**config.mk**
```make
export PLATFORM = sky130hd
export DESIGN_NAME = mqtt_publish_packet_parser_flat
export DESIGN_NICKNAME = d
export VERILOG_FILES = /design/src/hw/rtl/mqttpp_pkg.sv /design/src/hw/rtl/mqttpp_req_if.sv /design/src/hw/rtl/mqttpp_rsp_if.sv /design/src/hw/rtl/mqttpp_core.sv /design/src/hw/rtl/mqtt_publish_packet_parser.sv /design/src/flat_wrapper.sv
export SDC_FILE = /design/constraint.sdc
export NUM_CORES = 1
export LEC_CHECK = 0
export ABC_CLOCK_PERIOD_IN_PS = 7700
export BUFFER_PORTS_ARGS = -buffer_cell sky130_fd_sc_hd__buf_2
export CORE_MARGIN = 2
export CORE_UTILIZATION = 60
export DETAILED_ROUTE_END_ITERATION = 6
export PLACE_DENSITY = 0.8
export SLEW_MARGIN = 10
export SYNTH_ARGS = -nofsm -noshare
export SYNTH_HDL_FRONTEND = slang
export SYNTH_SLANG_ARGS = --single-unit
```
**constraint.sdc**
```tcl
create_clock -name clock -period 7.7 [get_ports clock]
set_clock_uncertainty 0.1 [all_clocks]
set_input_delay 1.155 -clock clock [delete_from_list [all_inputs] [get_ports clock]]
set_output_delay 1.155 -clock clock [all_outputs]
set_load 0.01 [all_outputs]
```
**src/hw/rtl/mqttpp_pkg.sv**
```systemverilog
// Package for the MQTT PUBLISH packet parser: item types, result kinds and
// parser phase codes. No dependencies.
`timescale 1ns / 1ps
`default_nettype none

package mqttpp_pkg;

   localparam int unsigned LEN_W = 28;

   localparam logic [1:0] KIND_TOPIC   = 2'd0;
   localparam logic [1:0] KIND_INFO    = 2'd1;
   localparam logic [1:0] KIND_PAYLOAD = 2'd2;

   localparam logic [2:0] PH_IDLE    = 3'd0;
   localparam logic [2:0] PH_LEN     = 3'd1;
   localparam logic [2:0] PH_TLEN_HI = 3'd2;
   localparam logic [2:0] PH_TLEN_LO = 3'd3;
   localparam logic [2:0] PH_TOPIC   = 3'd4;
   localparam logic [2:0] PH_ID_HI   = 3'd5;
   localparam logic [2:0] PH_ID_LO   = 3'd6;
   localparam logic [2:0] PH_PAYLOAD = 3'd7;

   localparam logic [1:0] LEN_CNT_MAX = 2'd3;

   typedef struct packed {
      logic [7:0] in_byte;
      logic       pkt_start;
   } mqttpp_req_type;

   typedef struct packed {
      logic [1:0]       kind;
      logic [7:0]       data_byte;
      logic [1:0]       qos_level;
      logic [15:0]      message_id;
      logic [15:0]      topic_length;
      logic [LEN_W-1:0] payload_length;
      logic             last;
      logic             error;
   } mqttpp_rsp_type;

endpackage

`default_nettype wire

```
**src/hw/rtl/mqttpp_req_if.sv**
```systemverilog
// Request channel interface: one packet byte per transfer.
// Depends on mqttpp_pkg.
`timescale 1ns / 1ps
`default_nettype none

interface mqttpp_req_if import mqttpp_pkg::*; ();
   logic           valid;
   logic           ready;
   mqttpp_req_type data;

   modport source (output valid, output data, input ready);
   modport sink (input valid, input data, output ready);
endinterface

`default_nettype wire

```
**src/hw/rtl/mqttpp_rsp_if.sv**
```systemverilog
// Response channel interface: one parser result per transfer.
// Depends on mqttpp_pkg.
`timescale 1ns / 1ps
`default_nettype none

interface mqttpp_rsp_if import mqttpp_pkg::*; ();
   logic           valid;
   logic           ready;
   mqttpp_rsp_type data;

   modport source (output valid, output data, input ready);
   modport sink (input valid, input data, output ready);
endinterface

`default_nettype wire

```
**src/hw/rtl/mqttpp_core.sv**
```systemverilog
// Parser state and per-byte decode: updates the packet state for one byte
// when enabled and presents the result that byte causes. Depends on mqttpp_pkg.
`timescale 1ns / 1ps
`default_nettype none

module mqttpp_core import mqttpp_pkg::*; (
   input  wire logic           clock,
   input  wire logic           reset,
   input  wire logic           step_en,
   input  wire mqttpp_req_type item,
   output logic                has_rsp,
   output mqttpp_rsp_type      rsp
);

   logic [2:0]       phase_ff, phase_in;
   logic [LEN_W-1:0] rem_len_ff, rem_len_in;
   logic [1:0]       len_cnt_ff, len_cnt_in;
   logic [15:0]      topic_len_ff, topic_len_in;
   logic [15:0]      topic_cnt_ff, topic_cnt_in;
   logic [1:0]       qos_ff, qos_in;
   logic [15:0]      msg_id_ff, msg_id_in;
   logic [LEN_W-1:0] pay_cnt_ff, pay_cnt_in;

   logic [7:0]       b;
   logic [LEN_W-1:0] len_part;
   logic [15:0]      tlen_full;
   logic [17:0]      need;
   logic             too_short;
   logic [LEN_W-1:0] pay_len;
   logic [15:0]      topic_cnt_inc;
   logic [15:0]      msg_id_full;
   logic [LEN_W-1:0] pay_cnt_dec;

   assign b             = item.in_byte;
   assign tlen_full     = {topic_len_ff[15:8], b};
   assign need          = 18'(tlen_full) + 18'd2 + ((qos_ff != 2'd0) ? 18'd2 : 18'd0);
   assign too_short     = rem_len_ff < LEN_W'(need);
   assign pay_len       = rem_len_ff - LEN_W'(need);
   assign topic_cnt_inc = topic_cnt_ff + 16'd1;
   assign msg_id_full   = {msg_id_ff[15:8], b};
   assign pay_cnt_dec   = pay_cnt_ff - LEN_W'(1);

   always_comb begin
      case (len_cnt_ff)
         2'd0: len_part = {21'd0, b[6:0]};
         2'd1: len_part = {14'd0, b[6:0], 7'd0};
         2'd2: len_part = {7'd0, b[6:0], 14'd0};
         default: len_part = {b[6:0], 21'd0};
      endcase
   end

   always_comb begin
      phase_in     = phase_ff;
      rem_len_in   = rem_len_ff;
      len_cnt_in   = len_cnt_ff;
      topic_len_in = topic_len_ff;
      topic_cnt_in = topic_cnt_ff;
      qos_in       = qos_ff;
      msg_id_in    = msg_id_ff;
      pay_cnt_in   = pay_cnt_ff;
      has_rsp      = 1'b0;
      rsp          = '0;

      if (item.pkt_start) begin
         qos_in       = b[2:1];
         rem_len_in   = '0;
         len_cnt_in   = '0;
         topic_len_in = '0;
         topic_cnt_in = '0;
         msg_id_in    = '0;
         pay_cnt_in   = '0;
         phase_in     = PH_LEN;
      end else begin
         case (phase_ff)
            PH_LEN: begin
               rem_len_in = rem_len_ff | len_part;
               if (b[7] && (len_cnt_ff < LEN_CNT_MAX)) begin
                  len_cnt_in = len_cnt_ff + 2'd1;
               end else begin
                  phase_in = PH_TLEN_HI;
               end
            end
            PH_TLEN_HI: begin
               topic_len_in = {b, 8'd0};
               phase_in     = PH_TLEN_LO;
            end
            PH_TLEN_LO: begin
               topic_len_in = tlen_full;
               if (too_short) begin
                  has_rsp            = 1'b1;
                  rsp.kind           = KIND_INFO;
                  rsp.qos_level      = qos_ff;
                  rsp.topic_length   = tlen_full;
                  rsp.last           = 1'b1;
                  rsp.error          = 1'b1;
                  phase_in           = PH_IDLE;
               end else begin
                  pay_cnt_in   = pay_len;
                  topic_cnt_in = '0;
                  if (qos_ff == 2'd0) begin
                     has_rsp            = 1'b1;
                     rsp.kind           = KIND_INFO;
                     rsp.topic_length   = tlen_full;
                     rsp.payload_length = pay_len;
                     rsp.last           = (tlen_full == 16'd0) && (pay_len == '0);
                     if (tlen_full != 16'd0) begin
                        phase_in = PH_TOPIC;
                     end else if (pay_len != '0) begin
                        phase_in = PH_PAYLOAD;
                     end else begin
                        phase_in = PH_IDLE;
                     end
                  end else begin
                     phase_in = (tlen_full != 16'd0) ? PH_TOPIC : PH_ID_HI;
                  end
               end
            end
            PH_TOPIC: begin
               topic_cnt_in  = topic_cnt_inc;
               has_rsp       = 1'b1;
               rsp.kind      = KIND_TOPIC;
               rsp.data_byte = b;
               if (topic_cnt_inc >= topic_len_ff) begin
                  if (qos_ff != 2'd0) begin
                     phase_in = PH_ID_HI;
                  end else if (pay_cnt_ff == '0) begin
                     rsp.last = 1'b1;
                     phase_in = PH_IDLE;
                  end else begin
                     phase_in = PH_PAYLOAD;
                  end
               end
            end
            PH_ID_HI: begin
               msg_id_in = {b, 8'd0};
               phase_in  = PH_ID_LO;
            end
            PH_ID_LO: begin
               msg_id_in          = msg_id_full;
               has_rsp            = 1'b1;
               rsp.kind           = KIND_INFO;
               rsp.qos_level      = qos_ff;
               rsp.message_id     = msg_id_full;
               rsp.topic_length   = topic_len_ff;
               rsp.payload_length = pay_cnt_ff;
               rsp.last           = (pay_cnt_ff == '0);
               phase_in           = (pay_cnt_ff != '0) ? PH_PAYLOAD : PH_IDLE;
            end
            PH_PAYLOAD: begin
               if (pay_cnt_ff == '0) begin
                  phase_in = PH_IDLE;
               end else begin
                  pay_cnt_in    = pay_cnt_dec;
                  has_rsp       = 1'b1;
                  rsp.kind      = KIND_PAYLOAD;
                  rsp.data_byte = b;
                  rsp.last      = (pay_cnt_dec == '0);
                  if (pay_cnt_dec == '0) begin
                     phase_in = PH_IDLE;
                  end
               end
            end
            default: begin
            end
         endcase
      end
   end

   always_ff @(posedge clock) begin
      if (reset) begin
         phase_ff     <= PH_IDLE;
         rem_len_ff   <= '0;
         len_cnt_ff   <= '0;
         topic_len_ff <= '0;
         topic_cnt_ff <= '0;
         qos_ff       <= '0;
         msg_id_ff    <= '0;
         pay_cnt_ff   <= '0;
      end else if (step_en) begin
         phase_ff     <= phase_in;
         rem_len_ff   <= rem_len_in;
         len_cnt_ff   <= len_cnt_in;
         topic_len_ff <= topic_len_in;
         topic_cnt_ff <= topic_cnt_in;
         qos_ff       <= qos_in;
         msg_id_ff    <= msg_id_in;
         pay_cnt_ff   <= pay_cnt_in;
      end
   end

endmodule

`default_nettype wire

```
**src/hw/rtl/mqtt_publish_packet_parser.sv**
```systemverilog
// Top level of the MQTT PUBLISH packet parser: input register, decode core
// and result register. Depends on mqttpp_pkg, mqttpp_req_if, mqttpp_rsp_if, mqttpp_core.
//
//   channel   direction   carries
//   req_ch    in          in_byte, pkt_start (one packet byte)
//   rsp_ch    out         kind, data_byte, qos_level, message_id, topic_length,
//                         payload_length, last, error
//
// One byte is taken per cycle while no result-causing byte is held behind a waiting result;
// each result passes the input register, the decode core's state update and the result register, which form
// the path; the result register limits the rate only while a result waits unclaimed.
// Bytes that cause no result pass the decode stage even while a result waits.
// Reset is synchronous and clears the parser to idle; there is no clearing pass.
`timescale 1ns / 1ps
`default_nettype none

module mqtt_publish_packet_parser import mqttpp_pkg::*; (
   input  wire logic      clock,
   input  wire logic      reset,
   mqttpp_req_if.sink     req_ch,
   mqttpp_rsp_if.source   rsp_ch
);

   logic           in_valid_ff, in_valid_in;
   mqttpp_req_type in_item_ff;
   logic           rsp_valid_ff, rsp_valid_in;
   mqttpp_rsp_type rsp_data_ff;

   logic           core_has_rsp;
   mqttpp_rsp_type core_rsp;
   logic           out_free;
   logic           stage_go;
   logic           req_xfer;

   assign out_free = !rsp_valid_ff || rsp_ch.ready;
   assign stage_go = in_valid_ff && (!core_has_rsp || out_free);
   assign req_ch.ready = !in_valid_ff || stage_go;
   assign req_xfer = req_ch.valid && req_ch.ready;

   mqttpp_core u_core (
      .clock   (clock),
      .reset   (reset),
      .step_en (stage_go),
      .item    (in_item_ff),
      .has_rsp (core_has_rsp),
      .rsp     (core_rsp)
   );

   always_comb begin
      if (req_xfer) begin
         in_valid_in = 1'b1;
      end else if (stage_go) begin
         in_valid_in = 1'b0;
      end else begin
         in_valid_in = in_valid_ff;
      end

      if (stage_go && core_has_rsp) begin
         rsp_valid_in = 1'b1;
      end else if (rsp_ch.ready) begin
         rsp_valid_in = 1'b0;
      end else begin
         rsp_valid_in = rsp_valid_ff;
      end
   end

   always_ff @(posedge clock) begin
      if (reset) begin
         in_valid_ff  <= 1'b0;
         rsp_valid_ff <= 1'b0;
      end else begin
         in_valid_ff  <= in_valid_in;
         rsp_valid_ff <= rsp_valid_in;
      end
   end

   always_ff @(posedge clock) begin
      if (req_xfer) begin
         in_item_ff <= req_ch.data;
      end
      if (stage_go && core_has_rsp) begin
         rsp_data_ff <= core_rsp;
      end
   end

   assign rsp_ch.valid = rsp_valid_ff;
   assign rsp_ch.data  = rsp_data_ff;

   // A held byte that cannot advance is still held on the next cycle.
   a_hold_stalled_byte: assert property (@(posedge clock) disable iff (reset)
      in_valid_ff && !stage_go |=> in_valid_ff)
      else $error("stalled input byte was dropped");

   // An error result is a final info result with no payload.
   a_error_shape: assert property (@(posedge clock) disable iff (reset)
      rsp_valid_ff && rsp_data_ff.error |->
         rsp_data_ff.last && (rsp_data_ff.kind == KIND_INFO) &&
         (rsp_data_ff.payload_length == '0))
      else $error("malformed error result");

   // Only defined result kinds are presented.
   a_kind_valid: assert property (@(posedge clock) disable iff (reset)
      rsp_valid_ff |-> (rsp_data_ff.kind == KIND_TOPIC) ||
         (rsp_data_ff.kind == KIND_INFO) || (rsp_data_ff.kind == KIND_PAYLOAD))
      else $error("undefined result kind");

   // A result produced by the decode stage never overwrites a waiting one.
   a_no_overwrite: assert property (@(posedge clock) disable iff (reset)
      stage_go && core_has_rsp |-> out_free)
      else $error("result register overwritten");

endmodule

`default_nettype wire

```
**src/flat_wrapper.sv**
```systemverilog
// flat-port wrapper written by rule: the top's interface ports become plain ports
module mqtt_publish_packet_parser_flat import mqttpp_pkg::*;
  (clock, reset, req_ch_valid, req_ch_data, req_ch_ready, rsp_ch_valid, rsp_ch_data, rsp_ch_ready);
  mqttpp_req_if req_ch_i ();
  mqttpp_rsp_if rsp_ch_i ();
  input  wire logic clock;
  input  wire logic reset;
  input wire logic [$bits(req_ch_i.valid)-1:0] req_ch_valid;
  input wire logic [$bits(req_ch_i.data)-1:0] req_ch_data;
  output wire logic [$bits(req_ch_i.ready)-1:0] req_ch_ready;
  output wire logic [$bits(rsp_ch_i.valid)-1:0] rsp_ch_valid;
  output wire logic [$bits(rsp_ch_i.data)-1:0] rsp_ch_data;
  input wire logic [$bits(rsp_ch_i.ready)-1:0] rsp_ch_ready;
  assign req_ch_i.valid = req_ch_valid;
  assign req_ch_i.data = req_ch_data;
  assign req_ch_ready = req_ch_i.ready;
  assign rsp_ch_valid = rsp_ch_i.valid;
  assign rsp_ch_data = rsp_ch_i.data;
  assign rsp_ch_i.ready = rsp_ch_ready;
  mqtt_publish_packet_parser u_core (.clock(clock), .reset(reset), .req_ch(req_ch_i), .rsp_ch(rsp_ch_i));
endmodule
```
==> results of run 1 <==
[power breakdown]
part / internal [mW] / switching, mW / total (mW)
Combinational: 0.112 / 0.214 / 0.326
Sequential: 1.05 / 0.0373 / 1.09
Clock: 0.517 / 0.400 / 0.918
Total: 1.68 / 0.652 / 2.33
[routing by layer]
layer / wire, um / share of wire
met5: 0 / 0
met4: 1298 / 0.041
met1: 13050 / 0.41
met2: 15160 / 0.48
met3: 2359 / 0.074
[cell type report]
| cell class | count | share of cell area |
|---|---|---|
| multi-input cells | 1010 | 0.5023 |
| flip-flops and latches | 188 | 0.3736 |
| repair buffers | 96 | 0.04070 |
| clock buffers | 20 | 0.03561 |
| well taps | 234 | 0.02381 |
| clock inverters | 12 | 0.01302 |
| inverters | 36 | 0.01099 |
[metrics by stage]
stage          setup WS, ns  area (um2)  utilization
2_1_floorplan         1.952       11270            -
5_1_grt              0.2212       12300       0.6619
6_report             0.8240       12300       0.6619
3_5_place_dp          1.426       11700       0.6297
3_3_place_gp          1.657       11700       0.6297
4_1_cts              0.9375       12300       0.6619
[registers in the layout, indices dropped and copies added, names as in the netlist, 2 cells and up]
| name | cells |
|---|---|
| u_core.u_core.rem_len_ff | 28 |
| u_core.u_core.len_cnt_ff | 2 |
| u_core.u_core.msg_id_ff | 8 |
| u_core.u_core.qos_ff | 2 |
| u_core.in_item_ff | 9 |
| u_core.u_core.phase_ff | 3 |
| u_core.rsp_ch.data | 74 |
| u_core.u_core.topic_cnt_ff | 16 |
| u_core.u_core.pay_cnt_ff | 28 |
| u_core.u_core.topic_len_ff | 16 |
[synth_stat cells (7+ instances only)]
master	instances
nor2_1	195
a21oi_1	117
dfxtp_1	105
nand2_1	96
edfxtp_1	83
o21ai_0	79
clkbuf_1	77
nor3_1	56
ha_1	47
xnor2_1	39
inv_1	35
nand3_1	30
xor2_1	30
and2_1	28
nor4_1	22
nand2b_1	20
nand4_1	20
a22o_1	19
a22oi_1	18
a21o_1	14
and3_1	13
or3_1	12
a211oi_1	10
a2111oi_2	9
nand3b_1	9
o31ai_1	9
or2_2	9
buf_2	8
nor3b_1	8
nor2b_1	7
[cells in the final DEF, fill, tap and decap left out, types with 34 or more instances in the layout]
master	count
a21oi_1	117
buf_2	88
dfxtp_1	105
edfxtp_1	83
ha_1	47
inv_1	34
nand2_1	96
nor2_1	195
nor3_1	55
o21ai_0	79
xnor2_1	39
[cells by family (layout without fill, tap and decap cells)]
logic type,Yosys count,count (layout),share of synthesized area
xor gates and xnor gates,69,69,0.05363
adders and majority gates,50,50,0.05574
AOI/OAI and AO/OA,339,339,0.1970
other,1,1,0.0003328
buffers and inverters,127,164,0.04453
and+or+nand+nor,549,549,0.2393
DFF,188,188,0.4077
muxes,2,2,0.001777
[worst max-delay path: cells and delay by family (launching register included)]
family | cells | cell delay (ns)
AND/OR/NAND/NOR | 9 | 2.60
AO/OA/AOI/OAI | 4 | 0.77
adder cells (fa/ha/maj) | 2 | 0.69
flip-flops | 1 | 0.64
XOR/XNOR | 2 | 0.31
buffers and inverters | 1 | 0.16
[worst max-delay path by stage]
stage | slack, ns | to | cells after the start
global placement | 1.66 | u_core.u_core.pay_cnt_ff[10] | 21
floorplan | 1.95 | u_core.rsp_ch.data[0] | 18
detailed placement | 1.43 | u_core.u_core.pay_cnt_ff[16] | 21
global route | 0.22 | req_ch_ready | 18
finish | 0.82 | req_ch_ready | 18
CTS | 0.94 | req_ch_ready | 18
==> impl_metrics.json, run 1 <==
{
  "cp-start-kind": "flop",
  "root_buffer": "clkbuf_16",
  "htreeDepth": 4,
  "area_growth_pct": 9.138,
  "fp-row-count": 50,
  "drv_cap": 0,
  "grt-ovfl-total": 0,
  "r2r-end": "u_core.rsp_ch.data[1]",
  "ys_ff_latch": 188,
  "n_fill_cell": 1565,
  "wl_per_cell_um": 19.97,
  "tightestPinTransition_ns": 1.098,
  "clock_latency_ns": 0.45,
  "final_nets": 1410,
  "arrival_ns": 5.62,
  "hold_slack_ns": 0.3772,
  "seqCellArea_um2": 4594,
  "power.density_nw_per_um2": 189.4,
  "cp_max_fo": 13,
  "r2r_setup_slack_ns": 1.09,
  "crit_path_frequent_cell": "nand2_1",
  "rr_worst_depth": 20,
  "wl_mm": 31.87,
  "slowest_delay_ns": 0.64,
  "synth.area.top_cells": "edfxtp_1, dfxtp_1, nor2_1",
  "cp.required_ns": 6.44,
  "cts_tree": "done",
  "grt_pass1_vias": 9552,
  "ys_seq_area_frac": 0.4077,
  "min_path_cells": 2,
  "grt_start_max_net_pins": 79,
  "n_antenna_cell": 0,
  "grt_util_met3": 0.05163,
  "holdPathEnd": "u_core.u_core.rem_len_ff[0]",
  "detail-route-antenna-nets": 0,
  "busiest_layer": "met2",
  "dieArea_um2": 19890,
  "critPathLaunch": "u_core.in_item_ff[3]",
  "p_leak_nw": 4.713,
  "worst_setup_path_end_kind": "output pin",
  "ir_drop_mv": 0.1366,
  "fin_tns_setup_ns": 0,
  "clockBufferDepth": 2,
  "io_pins": 89,
  "grtUsageMet1": 0.4090,
  "setup_viol": 0,
  "dp_cells": 1564,
  "syn_area_per_cell_um2": 8.504,
  "hold_violations": 0,
  "core_area_um2": 18580,
  "final_cells": 1596,
  "synth.distinct_cells": 78,
  "path_class": "flop to output pin",
  "cts_setup_buffers": 0,
  "ctsHoldBuffers": 0,
  "ys_warn_count": 0,
  "period_share": 0.8930,
  "initial_core_util": 0.6065,
  "routabilityCongestion": 0.9479,
  "die_x_um": 141.0,
  "r2r-start": "u_core.in_item_ff[3]",
  "holdCritStartpoint": "u_core.u_core.rem_len_ff[0]",
  "syn-cell-area_um2": 11270,
  "synth_edf_count": 83,
  "synth_top_area_cell": "edfxtp_1",
  "rsz0062_at_grt": "false",
  "hold_path.class": "flop to flop",
  "die_h_um": 141.0,
  "vias_per_cell": 6.429,
  "drc": 0,
  "drtIter0Drc": 1103,
  "slew_headroom": 0.2629,
  "drive_above_1_share": 0.1167,
  "synth_top_area_share": 0.2212,
  "numCtsBuffers": 17,
  "first_pass_iters": 6,
  "multiInputGateArea_um2": 6177,
  "ctsResizeCount": 0,
  "synth_cells": 1325,
  "antenna_found_initial": 0,
  "port_buffers": 88,
  "clock_sinks": 188,
  "synth_flop_cell": "dfxtp_1",
  "met2_usage": 0.5266,
  "fmax_mhz": 145.4,
  "via_count": 10260,
  "async_reset_ff_frac": 0,
  "crit_chain": "ha_1 -> and4_1 -> nand2_1 -> xor2_1 -> nor3_1 -> nand2_1 -> nor4_1 -> nor4b_1 -> xnor2_1 -> ha_1 -> a21oi_1 -> o21ai_0 -> a311oi_1 -> nor4bb_1 -> o21ai_2 -> nor2_1 -> nand2_1 -> buf_2",
  "critPathSlowestCell": "edfxtp_1",
  "status": "finished, final reports clean",
  "track_usage": 0.3194,
  "drv_slew": 0,
  "period_needed_ns": 6.876,
  "syn_nets": 1386,
  "grt_pass1_wl_mm": 50.27,
  "cts.clk_slew.worst_paths_ns": 0.07,
  "dp.final_hpwl_mm": 22.20,
  "finalPower_mw": 2.329
}
Power figures use the tool's default switching activity.
==> inputs of run 2 (changes only) <==
--- a/config.mk
+++ b/config.mk
@@ -5,11 +5,12 @@
 export SDC_FILE = /design/constraint.sdc
 export NUM_CORES = 1
 export LEC_CHECK = 0
-export ABC_CLOCK_PERIOD_IN_PS = 7700
+export ABC_CLOCK_PERIOD_IN_PS = 8200
 export BUFFER_PORTS_ARGS = -buffer_cell sky130_fd_sc_hd__buf_2
 export CORE_MARGIN = 2
 export CORE_UTILIZATION = 60
 export DETAILED_ROUTE_END_ITERATION = 6
+export GPL_ROUTABILITY_DRIVEN = 0
 export PLACE_DENSITY = 0.8
 export SLEW_MARGIN = 10
 export SYNTH_ARGS = -nofsm -noshare
==> constraint.sdc (replaced) <==
create_clock -name clock -period 8.2 [get_ports clock]
set_clock_uncertainty 0.1 [all_clocks]
set_input_delay 1.23 -clock clock [delete_from_list [all_inputs] [get_ports clock]]
set_output_delay 1.23 -clock clock [all_outputs]
set_load 0.01 [all_outputs]
==> impl_metrics.json, run 2 (synthesized netlist as in run 1, its figures left out) <==
{
  "status": "complete, but fails checks",
  "violations": "design-rule violations",
  "wl_per_cell_um": 19.38,
  "layout_common_cells": "nor2_1, a21oi_1, dfxtp_1",
  "setup_ws_ns": 1.247,
  "core_area_um2": 18580,
  "root_buffer": "clkbuf_16",
  "clock_sinks": 188,
  "setup_viol": 0,
  "via_count": 10354,
  "htreeDepth": 4,
  "tightestPinTransition_ns": 1.105,
  "fmax_mhz": 143.8,
  "area_growth_pct": 8.805,
  "grt_start_max_net_pins": 79,
  "grt_pass1_vias": 9728,
  "detail-route-antenna-nets": 0,
  "cp_max_fo": 12,
  "clkPwrFrac": 0.378,
  "grt_util_met3": 0.05401,
  "critPathLaunch": "u_core.in_item_ff[2]",
  "track_usage": 0.3108,
  "clockBufferDepth": 2,
  "cp.required_ns": 6.87,
  "p_seq_frac": 0.479,
  "worst_setup_path_end_kind": "output pin",
  "switching_share": 0.2886,
  "crit_path_frequent_cell": "nand2_1",
  "dp_slack_ns": 1.782,
  "path_class": "flop to output pin",
  "arrival_ns": 5.62,
  "drive_above_1_share": 0.1160,
  "dieArea_um2": 19890,
  "ir_drop_mv": 0.1399,
  "rsz0062_at_grt": "false",
  "wl_mm": 30.94,
  "dp.final_hpwl_mm": 21.33,
  "fin_tns_setup_ns": 0,
  "slowest_delay_ns": 0.70,
  "period_needed_ns": 6.953,
  "layout_commonest_cell": "nor2_1",
  "cts.clk_slew.worst_paths_ns": 0.07,
  "hold_violations": 0,
  "largest_reg_flops": 74,
  "met2_usage": 0.5150,
  "grt-ovfl-total": 0,
  "period_share": 0.8479,
  "numCtsBuffers": 17,
  "ctsResizeCount": 0,
  "final_nets": 1410,
  "ctsHoldBuffers": 0,
  "first_pass_iters": 7,
  "n_antenna_cell": 0,
  "die_x_um": 141.0,
  "p_sw_mw": 0.6136,
  "critPathSlowestCell": "edfxtp_1",
  "hold_path.class": "flop to flop",
  "vias_per_cell": 6.487,
  "initial_core_util": 0.6065,
  "port_buffers": 88,
  "cts_setup_buffers": 0,
  "multiInputGateArea_um2": 6177,
  "power.density_nw_per_um2": 173.4,
  "crit_chain": "ha_1 -> and4_1 -> nand2_1 -> xor2_1 -> nor3_1 -> nand2_1 -> nor4_1 -> nor4b_1 -> xnor2_1 -> ha_1 -> a21oi_1 -> o21ai_0 -> a311oi_1 -> nor4bb_1 -> o21ai_2 -> nor2_1 -> nand2_1 -> buf_2",
  "p_int_mw": 1.513,
  "final_util": 0.6599,
  "drc": 1,
  "combPwrFrac": 0.143,
  "drv_slew": 0,
  "critical-path-top-delay-family": "simple AND/OR/NAND/NOR gates",
  "n_fill_cell": 1536,
  "seqCellArea_um2": 4594,
  "cts_tree": "done",
  "slew_headroom": 0.2587,
  "cp-start-kind": "flop",
  "grt_pass1_wl_mm": 49.22,
  "holdCritStartpoint": "u_core.u_core.qos_ff[0]",
  "io_pins": 89,
  "busiest_layer": "met2",
  "grtUsageMet1": 0.3978,
  "die_h_um": 141.0,
  "finalPower_mw": 2.126,
  "antenna_found_initial": 0,
  "drv_cap": 0,
  "clock_latency_ns": 0.45,
  "cp_num_buf_inv": 1,
  "drtIter0Drc": 1158,
  "p_leak_nw": 4.677,
  "r2r-start": "u_core.in_item_ff[2]",
  "fp-row-count": 50
}
[run 2: power groups by stage]
stage / logic [mW] / registers [mW] / clock network (mW)
floorplan: 0.244 / 1.01 / 0
global placement: 0.288 / 1.04 / 0
detailed placement: 0.292 / 1.04 / 0
CTS: 0.295 / 1.02 / 0.802
global route: 0.332 / 1.02 / 0.835
finish: 0.303 / 1.02 / 0.803
[run 2: worst register-to-register path: cells and delay by family, from the launching register on]
family,cells,cell delay (ns)
DFF,1,0.70
and+or+nand+nor,8,2.36
buffers and inverters,2,1.26
xor gates and xnor gates,2,0.29
adders and majority gates,2,0.70
AOI/OAI and AO/OA,4,0.80
[run 2: stage by stage]
| stage | cell area [um2] | hold slack (ns) | instances |
|---|---|---|---|
| floorplan | 11270 | 0.3373 | 1325 |
| global placement | 11700 | 0.3473 | 1564 |
| detailed placement | 11700 | 0.3645 | 1564 |
| CTS | 12260 | 0.3740 | 1596 |
| global route | 12260 | 0.4008 | 1596 |
| finish | 12260 | 0.3730 | 1596 |
[run 2: layout make-up]
type                       count  area share
tap                          234     0.02388
inverter                      36     0.01102
multi-input combinational   1010      0.5038
timing repair buffer          96     0.04082
clock buffer                  18     0.03500
clock inverter                14     0.01072
sequential                   188      0.3747
[run 2: worst paths after layout]
kind         slack (ns)                      end  cells after the start
max                1.25             req_ch_ready                     18
min                0.37  u_core.u_core.qos_ff[0]                      2
max reg2reg        1.64   u_core.rsp_ch.data[56]                     18
min reg2reg        0.37  u_core.u_core.qos_ff[0]                      2
[run 2: per-layer routing]
| layer | routed length [um] | vias to the layer above |
|---|---|---|
| met1 | 12490 | 4826 |
| met5 | 0 | - |
| met2 | 14630 | 589 |
| met4 | 1209 | 0 |
| met3 | 2609 | 118 |
| li1 | - | 4821 |
